**config.mk**
```make
export PLATFORM = sky130hd
export DESIGN_NAME = ring_queue_slot_manager_top
export DESIGN_NICKNAME = d
export VERILOG_FILES = /design/src/rqsm_pkg.sv /design/src/rqsm_mac.sv /design/src/ring_queue_slot_manager_top.sv
export SDC_FILE = /design/constraint.sdc
export NUM_CORES = 1
export LEC_CHECK = 0
export ABC_CLOCK_PERIOD_IN_PS = 7420
export BUFFER_PORTS_ARGS = -buffer_cell sky130_fd_sc_hd__buf_2
export CORE_ASPECT_RATIO = 0.8
export CORE_UTILIZATION = 40
export DETAILED_ROUTE_END_ITERATION = 12
export SETUP_SLACK_MARGIN = 0.15
export SLEW_MARGIN = 20
export SYNTH_ARGS = -nofsm -noshare
export SYNTH_HDL_FRONTEND = slang
export SYNTH_SLANG_ARGS = --single-unit
```
**constraint.sdc**
```tcl
create_clock -name clk -period 7.42 [get_ports clk]
set_input_delay 0.371 -clock clk [delete_from_list [all_inputs] [get_ports clk]]
set_output_delay 0.371 -clock clk [all_outputs]
set_load 0.005 [all_outputs]
```
**src/rqsm_pkg.sv**
```systemverilog
// ----------------------------------------------------------------------------
// rqsm_pkg
// Shared types and codes for the ring queue slot manager: command and status
// codes, register indexes, request/result payloads and the multiply-add
// unit's control and status bundles.
// ----------------------------------------------------------------------------
package rqsm_pkg;

    localparam int ADDR_W      = 48;
    localparam int LEN_W       = 16;
    localparam int COUNT_W     = 32;
    localparam int CMD_W       = 3;
    localparam int STATUS_W    = 2;
    localparam int CFG_W       = 48;
    localparam int CFG_INDEX_W = 2;

    // Command codes
    localparam logic [CMD_W-1:0] CMD_ENQUEUE  = 3'd0;
    localparam logic [CMD_W-1:0] CMD_DEQUEUE  = 3'd1;
    localparam logic [CMD_W-1:0] CMD_PEEK     = 3'd2;
    localparam logic [CMD_W-1:0] CMD_ALLOCATE = 3'd3;
    localparam logic [CMD_W-1:0] CMD_RELEASE  = 3'd4;

    // Status codes
    localparam logic [STATUS_W-1:0] ST_OK      = 2'd0;
    localparam logic [STATUS_W-1:0] ST_BAD_LEN = 2'd1;
    localparam logic [STATUS_W-1:0] ST_FULL    = 2'd2;
    localparam logic [STATUS_W-1:0] ST_EMPTY   = 2'd3;

    // Configuration register indexes
    localparam logic [CFG_INDEX_W-1:0] REG_BASE_ADDRESS   = 2'd0;
    localparam logic [CFG_INDEX_W-1:0] REG_SLOT_SIZE      = 2'd1;
    localparam logic [CFG_INDEX_W-1:0] REG_QUEUE_CAPACITY = 2'd2;

    // Reset values of the configuration registers
    localparam logic [ADDR_W-1:0] BASE_ADDRESS_RESET   = '0;
    localparam logic [LEN_W-1:0]  SLOT_SIZE_RESET      = 16'd64;
    localparam logic [LEN_W-1:0]  QUEUE_CAPACITY_RESET = 16'd16;

    typedef struct packed {
        logic [CMD_W-1:0] command;
        logic [LEN_W-1:0] request_length;
    } rqsm_req_t;

    typedef struct packed {
        logic [STATUS_W-1:0] status;
        logic [ADDR_W-1:0]   slot_address;
        logic [LEN_W-1:0]    transfer_length;
        logic [COUNT_W-1:0]  enqueue_total;
        logic [COUNT_W-1:0]  dequeue_total;
    } rqsm_rsp_t;

    // Multiply-add unit: sum = addend + multiplicand * multiplier
    typedef struct packed {
        logic              load;
        logic [ADDR_W-1:0] addend;
        logic [ADDR_W-1:0] multiplicand;
        logic [LEN_W-1:0]  multiplier;
    } rqsm_mac_ctrl_t;

    typedef struct packed {
        logic              done;
        logic [ADDR_W-1:0] sum;
    } rqsm_mac_stat_t;

endpackage

```
**src/rqsm_mac.sv**
```systemverilog
// ----------------------------------------------------------------------------
// rqsm_mac
// Shift-and-add multiply-accumulate unit. One adder steps through the
// multiplier one bit per cycle and stops as soon as no set bits remain.
// ----------------------------------------------------------------------------
module rqsm_mac
    import rqsm_pkg::*;
(
    input  logic           clk,
    input  logic           rst_n,
    input  rqsm_mac_ctrl_t ctrl,
    output rqsm_mac_stat_t stat
);

    logic [ADDR_W-1:0] acc_reg;
    logic [ADDR_W-1:0] mcand_reg;
    logic [LEN_W-1:0]  mplier_reg;
    logic              run_reg;
    logic              done_reg;
    logic [ADDR_W-1:0] acc_next;

    // Add the shifted multiplicand when the current multiplier bit is set
    assign acc_next = acc_reg + (mplier_reg[0] ? mcand_reg : '0);

    // Hold control state
    always_ff @(posedge clk or negedge rst_n)
    begin
        if (!rst_n)
        begin
            run_reg  <= 1'b0;
            done_reg <= 1'b0;
        end
        else
        begin
            done_reg <= 1'b0;
            if (ctrl.load)
            begin
                run_reg <= 1'b1;
            end
            else if (run_reg && (mplier_reg == '0))
            begin
                run_reg  <= 1'b0;
                done_reg <= 1'b1;
            end
        end
    end

    // Advance the datapath one multiplier bit per cycle
    always_ff @(posedge clk)
    begin
        if (ctrl.load)
        begin
            acc_reg    <= ctrl.addend;
            mcand_reg  <= ctrl.multiplicand;
            mplier_reg <= ctrl.multiplier;
        end
        else if (run_reg && (mplier_reg != '0))
        begin
            acc_reg    <= acc_next;
            mcand_reg  <= {mcand_reg[ADDR_W-2:0], 1'b0};
            mplier_reg <= {1'b0, mplier_reg[LEN_W-1:1]};
        end
    end

    assign stat.done = done_reg;
    assign stat.sum  = acc_reg;

endmodule

```
**src/ring_queue_slot_manager_top.sv**
```systemverilog
// ----------------------------------------------------------------------------
// ring_queue_slot_manager_top
// Descriptor engine for a shared-memory ring queue: checks each command,
// moves head or tail and returns status, slot address and running totals.
// ----------------------------------------------------------------------------
// Usage:
//   Pulse start with a request (command, request_length) while busy is low;
//   the request is taken at that clock edge. Exactly one result follows on
//   the result port, marked by a one-cycle result_valid strobe.
//   A request that fails its length, full or empty check returns its result
//   in the cycle after acceptance. A successful request computes the slot
//   address base + (index + 1) * slot_size on a shift-and-add unit that
//   retires one bit of slot_size per cycle. busy stays high until the strobe,
//   so no new request is taken while one is in flight; the next request may
//   be issued in the strobe cycle.
//   Configuration is a plain write port (cfg_write, cfg_index, cfg_data),
//   index 0 base address, 1 slot size, 2 queue capacity; write it only while
//   no request is in flight. Index 3 is ignored.
//   Reset clears head, tail and both totals and loads the register defaults
//   (base 0, slot size 64, capacity 16). The receiver cannot stall: each
//   result is shown for exactly one cycle.
// ----------------------------------------------------------------------------
module ring_queue_slot_manager_top
    import rqsm_pkg::*;
#(
    parameter int INDEX_BITS = 16
)
(
    input  logic                   clk,
    input  logic                   rst_n,
    input  logic                   start,
    output logic                   busy,
    input  rqsm_req_t              request,
    output logic                   result_valid,
    output rqsm_rsp_t              result,
    input  logic                   cfg_write,
    input  logic [CFG_INDEX_W-1:0] cfg_index,
    input  logic [CFG_W-1:0]       cfg_data
);

    localparam int CMP_W = LEN_W + 1;

    typedef enum logic {
        S_IDLE,
        S_MUL
    } state_t;

    state_t               state_reg;
    logic [INDEX_BITS-1:0] head_reg;
    logic [INDEX_BITS-1:0] tail_reg;
    logic [COUNT_W-1:0]   enq_cnt_reg;
    logic [COUNT_W-1:0]   deq_cnt_reg;
    logic [ADDR_W-1:0]    base_reg;
    logic [LEN_W-1:0]     slot_size_reg;
    logic [LEN_W-1:0]     capacity_reg;
    rqsm_rsp_t            rsp_reg;
    logic                 rsp_valid_reg;

    logic                 accept;
    logic [INDEX_BITS-1:0] head_next;
    logic [INDEX_BITS-1:0] tail_next;
    logic [COUNT_W-1:0]   enq_cnt_next;
    logic [COUNT_W-1:0]   deq_cnt_next;
    logic [STATUS_W-1:0]  status_c;
    logic [LEN_W-1:0]     xfer_c;
    logic                 use_head;
    logic                 move_head;
    logic                 move_tail;
    logic [INDEX_BITS-1:0] slot_idx;
    rqsm_mac_ctrl_t       mac_ctrl;
    rqsm_mac_stat_t       mac_stat;

    // Next ring index: wrap to zero at or beyond the capacity
    function automatic logic [INDEX_BITS-1:0] advance(
        input logic [INDEX_BITS-1:0] idx,
        input logic [LEN_W-1:0]      cap
    );
        logic [INDEX_BITS:0] nxt;
        begin
            nxt = {1'b0, idx} + {{INDEX_BITS{1'b0}}, 1'b1};
            if (CMP_W'(nxt) >= CMP_W'(cap))
            begin
                advance = '0;
            end
            else
            begin
                advance = nxt[INDEX_BITS-1:0];
            end
        end
    endfunction

    assign accept    = start && (state_reg == S_IDLE);
    assign busy      = (state_reg != S_IDLE);
    assign head_next = advance(head_reg, capacity_reg);
    assign tail_next = advance(tail_reg, capacity_reg);

    // Decode the command: length check first, then full or empty
    always_comb
    begin
        status_c  = ST_OK;
        xfer_c    = '0;
        use_head  = 1'b0;
        move_head = 1'b0;
        move_tail = 1'b0;
        unique case (request.command) inside
            CMD_ENQUEUE, CMD_ALLOCATE:
            begin
                use_head = 1'b1;
                if ((request.command == CMD_ENQUEUE) &&
                    ((request.request_length == '0) ||
                     (request.request_length > slot_size_reg)))
                begin
                    status_c = ST_BAD_LEN;
                end
                else if (head_next == tail_reg)
                begin
                    status_c = ST_FULL;
                end
                else
                begin
                    move_head = 1'b1;
                    if (request.command == CMD_ENQUEUE)
                    begin
                        xfer_c = request.request_length;
                    end
                end
            end
            CMD_DEQUEUE, CMD_PEEK, CMD_RELEASE:
            begin
                if ((request.command != CMD_RELEASE) && (request.request_length == '0))
                begin
                    status_c = ST_BAD_LEN;
                end
                else if (tail_reg == head_reg)
                begin
                    status_c = ST_EMPTY;
                end
                else
                begin
                    if (request.command != CMD_RELEASE)
                    begin
                        xfer_c = (request.request_length < slot_size_reg) ?
                                 request.request_length : slot_size_reg;
                    end
                    if (request.command != CMD_PEEK)
                    begin
                        move_tail = 1'b1;
                    end
                end
            end
            default:
            begin
                status_c = ST_BAD_LEN;
            end
        endcase
    end

    assign enq_cnt_next = move_head ? (enq_cnt_reg + COUNT_W'(1)) : enq_cnt_reg;
    assign deq_cnt_next = move_tail ? (deq_cnt_reg + COUNT_W'(1)) : deq_cnt_reg;
    assign slot_idx     = use_head ? head_reg : tail_reg;

    // Launch base + (index + 1) * slot_size on a successful request
    assign mac_ctrl.load         = accept && (status_c == ST_OK);
    assign mac_ctrl.addend       = base_reg;
    assign mac_ctrl.multiplicand = ADDR_W'({1'b0, slot_idx} + {{INDEX_BITS{1'b0}}, 1'b1});
    assign mac_ctrl.multiplier   = slot_size_reg;

    rqsm_mac u_mac (
        .clk   (clk),
        .rst_n (rst_n),
        .ctrl  (mac_ctrl),
        .stat  (mac_stat)
    );

    // Hold the configuration registers
    always_ff @(posedge clk or negedge rst_n)
    begin
        if (!rst_n)
        begin
            base_reg      <= BASE_ADDRESS_RESET;
            slot_size_reg <= SLOT_SIZE_RESET;
            capacity_reg  <= QUEUE_CAPACITY_RESET;
        end
        else if (cfg_write)
        begin
            unique case (cfg_index)
                REG_BASE_ADDRESS:   base_reg      <= cfg_data[ADDR_W-1:0];
                REG_SLOT_SIZE:      slot_size_reg <= cfg_data[LEN_W-1:0];
                REG_QUEUE_CAPACITY: capacity_reg  <= cfg_data[LEN_W-1:0];
                default:            ;
            endcase
        end
    end

    // Sequence requests, move pointers and drive the result
    always_ff @(posedge clk or negedge rst_n)
    begin
        if (!rst_n)
        begin
            state_reg     <= S_IDLE;
            head_reg      <= '0;
            tail_reg      <= '0;
            enq_cnt_reg   <= '0;
            deq_cnt_reg   <= '0;
            rsp_valid_reg <= 1'b0;
            rsp_reg       <= '0;
        end
        else
        begin
            rsp_valid_reg <= 1'b0;
            unique case (state_reg)
                S_IDLE:
                begin
                    if (accept)
                    begin
                        if (move_head)
                        begin
                            head_reg <= head_next;
                        end
                        if (move_tail)
                        begin
                            tail_reg <= tail_next;
                        end
                        enq_cnt_reg             <= enq_cnt_next;
                        deq_cnt_reg             <= deq_cnt_next;
                        rsp_reg.status          <= status_c;
                        rsp_reg.slot_address    <= '0;
                        rsp_reg.transfer_length <= xfer_c;
                        rsp_reg.enqueue_total   <= enq_cnt_next;
                        rsp_reg.dequeue_total   <= deq_cnt_next;
                        if (status_c == ST_OK)
                        begin
                            state_reg <= S_MUL;
                        end
                        else
                        begin
                            rsp_valid_reg <= 1'b1;
                        end
                    end
                end
                S_MUL:
                begin
                    if (mac_stat.done)
                    begin
                        rsp_reg.slot_address <= mac_stat.sum;
                        rsp_valid_reg        <= 1'b1;
                        state_reg            <= S_IDLE;
                    end
                end
                default:
                begin
                    state_reg <= S_IDLE;
                end
            endcase
        end
    end

    assign result_valid = rsp_valid_reg;
    assign result       = rsp_reg;

endmodule
```
Yosys cells after proc, flatten, opt, wreduce, memory -nomap -nowiden
Cells that the tools add are included.
{ "word_totals": {"reg_bits": 358, "word_cells": 112, "out_inout_bits": 132, "in_bits": 73} }
{ "classes": {"n_lt_le_gt_ge": 4, "muxes": 48, "add_sub_neg": 6, "reduce_logical": 24, "n_eq_ne": 12, "bitwise": 1} }
{ "op_table": {"columns": ["cell", "n"], "rows": [
  ["48-bit 2-to-1 mux", 6],
  ["16-bit 2-to-1 mux", 12],
  ["128-bit 2-to-1 mux", 1],
  ["48-bit one-hot mux with 2 select lines", 1],
  ["32-bit by 1-bit adder with 32-bit output (second input constant)", 2],
  ["32-bit 2-to-1 mux", 2],
  ["16-bit by 1-bit adder with 17-bit output (second input constant)", 3],
  ["48-bit adder", 1],
  ["17-bit by 16-bit >= comparator with 1-bit output", 2],
  ["16-bit == test", 2],
  ["16-bit logical NOT", 2],
  ["16-bit one-hot mux with 2 select lines", 1],
  ["1-bit 2-to-1 mux", 18],
  ["16-bit greater-than comparator", 1],
  ["16-bit less-than comparator", 1],
  ["16-bit nonzero test", 1],
  ["2-bit AND reduction", 5],
  ["2-bit 2-to-1 mux", 4],
  ["3-bit by 2-bit == test with 1-bit output (second input constant)", 2],
  ["1-bit logical AND", 6],
  ["3-bit AND reduction", 2],
  ["2-bit logical NOT", 2],
  ["1-bit one-hot mux with 2 select lines", 2],
  ["2-bit one-hot mux with 2 select lines", 1],
  ["other kinds (14)", 15]
]} }

Longest topological paths before layout
{ "depth": {"word_depth": 11, "mapped_depth": 20, "depth_no_buf": 18} }

Cells and area by module
Synthesis repeated with hierarchy kept, for this count alone.
{ "hier_totals": {"hier_cells": 2019, "area_unflattened_um2": 21061.4} }
{ "by_module_without_submodules": {"columns": ["module", "seq_area_each_um2", "cells_per_inst", "area_per_inst_um2", "n_inst"], "rows": [
  ["ring_queue_slot_manager_top", 6108.4, 1201, 12976.2, 1],
  ["rqsm_mac", 3413.3, 818, 8085.3, 1]
]} }

Least setup slack after synthesis
No wires, ideal clock.
{ "synth_path": {"kind": "register to register", "startpoint": "register head_reg[0]", "endpoint": "register u_mac.acc_reg[0] (enable)", "arrival_time_ns": 5.474, "synth_period_minus_slack_ns": 6.483, "t_required_ns": 6.411, "n_path_buf": 2, "setup_ns": 1.009, "path_slack_ns": 0.937, "path_stages_with_launch": 19, "cell_sequence": "dfrtp_1 > ha_1 > nand3_4 > nor2_1 > and3_1 > xor2_1 > ha_1 > and4_1 > a31oi_1 > o21ai_0 > a21oi_2 > o21ai_4 > or2_2 > a221oi_2 > o211ai_1 > nand4_2 > buf_2 > buf_2 > nand2_1"} }
{ "synth_via": {"elab_chain_cells": 10, "word_cells_on_any_way": 13, "cone_classes": "1 x add/sub; 1 x order compare; 2 x eq/ne; 6 x mux; 3 x reduce/logical"} }
{ "synth_rtl": {"columns": ["item", "line_no", "text"], "rows": [
  ["start: declaration", "ring_queue_slot_manager_top.sv:49", "logic [INDEX_BITS-1:0] head_reg;"],
  ["start signal: assignment", "ring_queue_slot_manager_top.sv:218", "head_reg <= head_next;"],
  ["16-bit by 1-bit adder with 17-bit output", "ring_queue_slot_manager_top.sv:80", "nxt = {1'b0, idx} + {{INDEX_BITS{1'b0}}, 1'b1};"],
  ["17-bit by 16-bit >= comparator with 1-bit output", "ring_queue_slot_manager_top.sv:81", "if (CMP_W'(nxt) >= CMP_W'(cap))"],
  ["16-bit 2-to-1 mux", "ring_queue_slot_manager_top.sv:81", null],
  ["16-bit == test", "ring_queue_slot_manager_top.sv:115", "else if (head_next == tail_reg)"],
  ["2-bit 2-to-1 mux", "ring_queue_slot_manager_top.sv:115", null],
  ["2-bit 2-to-1 mux", "ring_queue_slot_manager_top.sv:109", "if ((request.command == CMD_ENQUEUE) &&"],
  ["2-bit one-hot mux with 2 select lines (*)", "ring_queue_slot_manager_top.sv:105", "unique case (request.command) inside"],
  ["2-bit logical NOT (*)", "ring_queue_slot_manager_top.sv:163", "assign mac_ctrl.load = accept && (status_c == ST_OK);"],
  ["1-bit logical AND (*)", "ring_queue_slot_manager_top.sv:163", null],
  ["2-bit nonzero test (no source line) (*)", null, null],
  ["end signal: assignment", "rqsm_mac.sv:53", "acc_reg <= ctrl.addend;"],
  ["end signal: assignment", "rqsm_mac.sv:59", "acc_reg <= acc_next;"],
  ["end: declaration", "rqsm_mac.sv:15", "logic [ADDR_W-1:0] acc_reg;"]
]} }
Every way passes the cells marked *; elsewhere a longest branch is shown, timed or not.
A chain may end at the register's enable or synchronous reset.

Worst setup path in the final report
{ "layout_path": {"startpoint": "register head_reg[3]", "endpoint": "register u_mac.acc_reg[18] (enable)"} }
The elaborated chain is that of the path after synthesis.

==> flow_metrics.env <==
export IMPL_outcome="finished, final reports clean"
export IMPL_rows=72
export IMPL_grt_overflow=0
export IMPL_ys_flop_type="dfrtp_1"
export IMPL_syn2layout_area_growth_pct=14.1
export IMPL_cts_max_path_buffers=3
export IMPL_dpl_instance_area_um2=21300
export IMPL_max_slew_margin=0.270
export IMPL_cp_required_ps=7610
export IMPL_yosys_warnings=0
export IMPL_met2_wirelength_um=22100
export IMPL_met3_length_um=3570
export IMPL_p_comb_frac=0.376
export IMPL_fin_area_um2=22500
export IMPL_setup_tns_final_ps=0
export IMPL_drtIter0Drc=1054
export IMPL_hold_class="primary input to flip-flop"
export IMPL_num_fill_cells=4463
export IMPL_die_w_um=251
export IMPL_cts_buffers_inserted=39
export IMPL_placed_cells=2585
export IMPL_final_cell_mix="dfrtp_1, buf_2, nand2_1"
export IMPL_cts_root_buf="clkbuf_16"
export IMPL_clk_pin_slew_worst_paths_ps=70
export IMPL_die_h_um=201
export IMPL_ff2ff_path_depth=14
export IMPL_syn_area_per_cell_um2=10.8
export IMPL_seqCellArea_um2=9520
export IMPL_via_per_inst=5.44
export IMPL_worst_pin_slew_ps=1090
export IMPL_cts_resized_gates=0
export IMPL_switching_share=0.348
export IMPL_dieArea_um2=50300
export IMPL_leakage_nw=10.6
export IMPL_period_share=0.785
export IMPL_post_cts_buffers=0
export IMPL_synth_cells=1831
export IMPL_ant_nets=0
export IMPL_grt_total_usage=0.206
export IMPL_num_io_pins=205
export IMPL_ys_types=76
export IMPL_multi_input_area_um2=9550
export IMPL_period_minus_slack_ps=5830
export IMPL_synth_yosys_seq_area_share=0.482
export IMPL_path_class="flip-flop to flip-flop"
export IMPL_grt_pass1_vias=14000
export IMPL_place_hpwl_um=37300
export IMPL_fin_nets=2172
export IMPL_synth_seq_cells=358
export IMPL_coreArea_um2=48600
export IMPL_ctsHoldBuffers=1
export IMPL_arrival_ps=6020
export IMPL_hold_viol=0
export IMPL_cts_tree="built"
export IMPL_p_clk_frac=0.236
export IMPL_clock_sinks=358
export IMPL_place_congestion=0.909
export IMPL_wl_um=51800
export IMPL_hold_path_depth=3
export IMPL_antenna_found_initial=3
export IMPL_port_buffer_count=204
export IMPL_p_switching_mw=2.80
export IMPL_fin_cells=2657
export IMPL_synthesis_nets=2005
export IMPL_vdd_drop_max_v=0.000172
export IMPL_p_seq_frac=0.388
export IMPL_clkLatencyLatePin_ps=560
export IMPL_powerDensity_nw_per_um2=357
export IMPL_drc_errors=0
export IMPL_slew_viol_final=0
export IMPL_timing_fmax_ghz=0.172
export IMPL_vias=14500
export IMPL_setup_violations=0
export IMPL_fin_ws_ps=1590
export IMPL_cp_max_fo=72
export IMPL_skew_ps=13.3
export IMPL_diodes=0
export IMPL_synth_edf_count=112
export IMPL_grt_pass1_wl_um=81600
export IMPL_htreeDepth=2
export IMPL_met1_length_um=25200
export IMPL_wl_per_cell_um=19.5
export IMPL_highest_layer="met5"
export IMPL_p_int_mw=5.26
export IMPL_cp_start_kind="flip-flop"
export IMPL_worst_setup_path_end_kind="flip-flop"
export IMPL_holdWs_ps=32.1
export IMPL_drive_above_1_share=0.203
export IMPL_synthArstFlopShare=0.687
export IMPL_dpl_worst_slack_ps=1650
export IMPL_maxCapViolations=0
export IMPL_grt_max_degree=179
export IMPL_rsz0062_at_grt="no"
export IMPL_initial_core_util=0.407
export IMPL_mostFrequentLayoutCell="dfrtp_1"
export IMPL_firstDrtPassIters=8
export IMPL_syn_area_um2=19800
[path summary, 6_finish.rpt]
path / start / to / slack, ps
min in group asynchronous: rst_n / result[96] / 460
worst min register to register: u_mac.done_reg / busy / 460
worst min-delay path: cfg_data[42] / base_reg[42] / 30
worst max-delay path: head_reg[3] / u_mac.acc_reg[18] / 1590
worst max register to register: head_reg[3] / u_mac.acc_reg[18] / 1590
max in group asynchronous: rst_n / result[32] / 5370
[critical path, stage by stage, from the launching register on]
cell and delay, ps:
dfrtp_1 590, nand2_1 220, nor4_1 540, nand4_1 260, xnor2_2 250, ha_1 320, nand3_1 100, or2_2 370
o21ai_4 570, a2bb2oi_1 300, nor4_2 90, o211ai_1 200, nand4_4 180, nand2_4 770, buf_4 620
[cells in the mapped netlist (all sizes together), types with 2 or more instances]
cell     number  area, um2
or3           6       37.5
and2         82        513
mux2i        13        130
o21a         14        105
nor4b         6       52.6
xor2         56        490
nand3        66        343
o2111ai       2       17.5
mux2         98       1100
nand3b        3       22.5
o31a          2       17.5
nand2b       16        100
o211ai        2       28.8
o21ai        86        442
nand2       133        502
nand4        35        231
a22o         62        543
a2bb2oi       4       41.3
dfrtp       244       6110
o211a         4       40.0
a222oi       16        160
dfstp         2       52.6
or2           6       37.5
a21o         53        398
edfxtp      112       3360
o221ai        4       35.0
xnor2       117       1040
clkbuf       50        188
and4         10       87.6
a32oi         2       17.5
ha          100       1250
inv          84        315
and3         20        125
a31oi         9       62.6
nor4         18        125
o21bai        8       60.1
nor3         21        126
nor2         89        357
nor3b         4       30.0
nor2b        13       81.3
or4           4       33.8
a21oi        88        444
buf          42        240
o31ai        10       75.1
[power by group through the flow]
stage	clock, mW	combinational (mW)	sequential, mW
final	1.90	3.03	3.12
after detailed placement	0	3.01	3.16
after floorplan	0	2.35	3.04
after CTS	1.96	3.03	3.13
after global routing	2.03	3.40	3.19
after global placement	0	2.94	3.15
[layer usage]
metal / track usage / vias up
li1: - / 6921
met1: 0.307 / 7066
met2: 0.302 / 411
met3: 0.0475 / 61
met4: 0.0475 / 2
met5: 0 / -
[cells by family (layout without fill, tap and decap cells)]
group,after synthesis,count (layout),share of synthesized area
simple gates,532,532,0.142
xor+xnor,175,175,0.0798
mux,111,111,0.0624
buf+inv,176,373,0.0376
compound gates,378,378,0.132
flops,358,358,0.482
fa+ha+maj,101,101,0.0643
[layout make-up]
class	instances	share of cell area
tap	629	0.0349
inverter	84	0.0140
sequential	358	0.422
timing repair buffer	218	0.0511
clock inverter	6	0.00183
clock buffer	65	0.0526
multi-input combinational	1297	0.423
[metrics by stage]
stage | power (mW) | utilization
finish | 8.06 | 0.464
global route | 8.63 | 0.464
CTS | 8.12 | 0.464
detailed placement | 6.17 | 0.439
global placement | 6.09 | 0.439
floorplan | 5.39 | -
No activity file was read; power rests on OpenSTA's default activity.
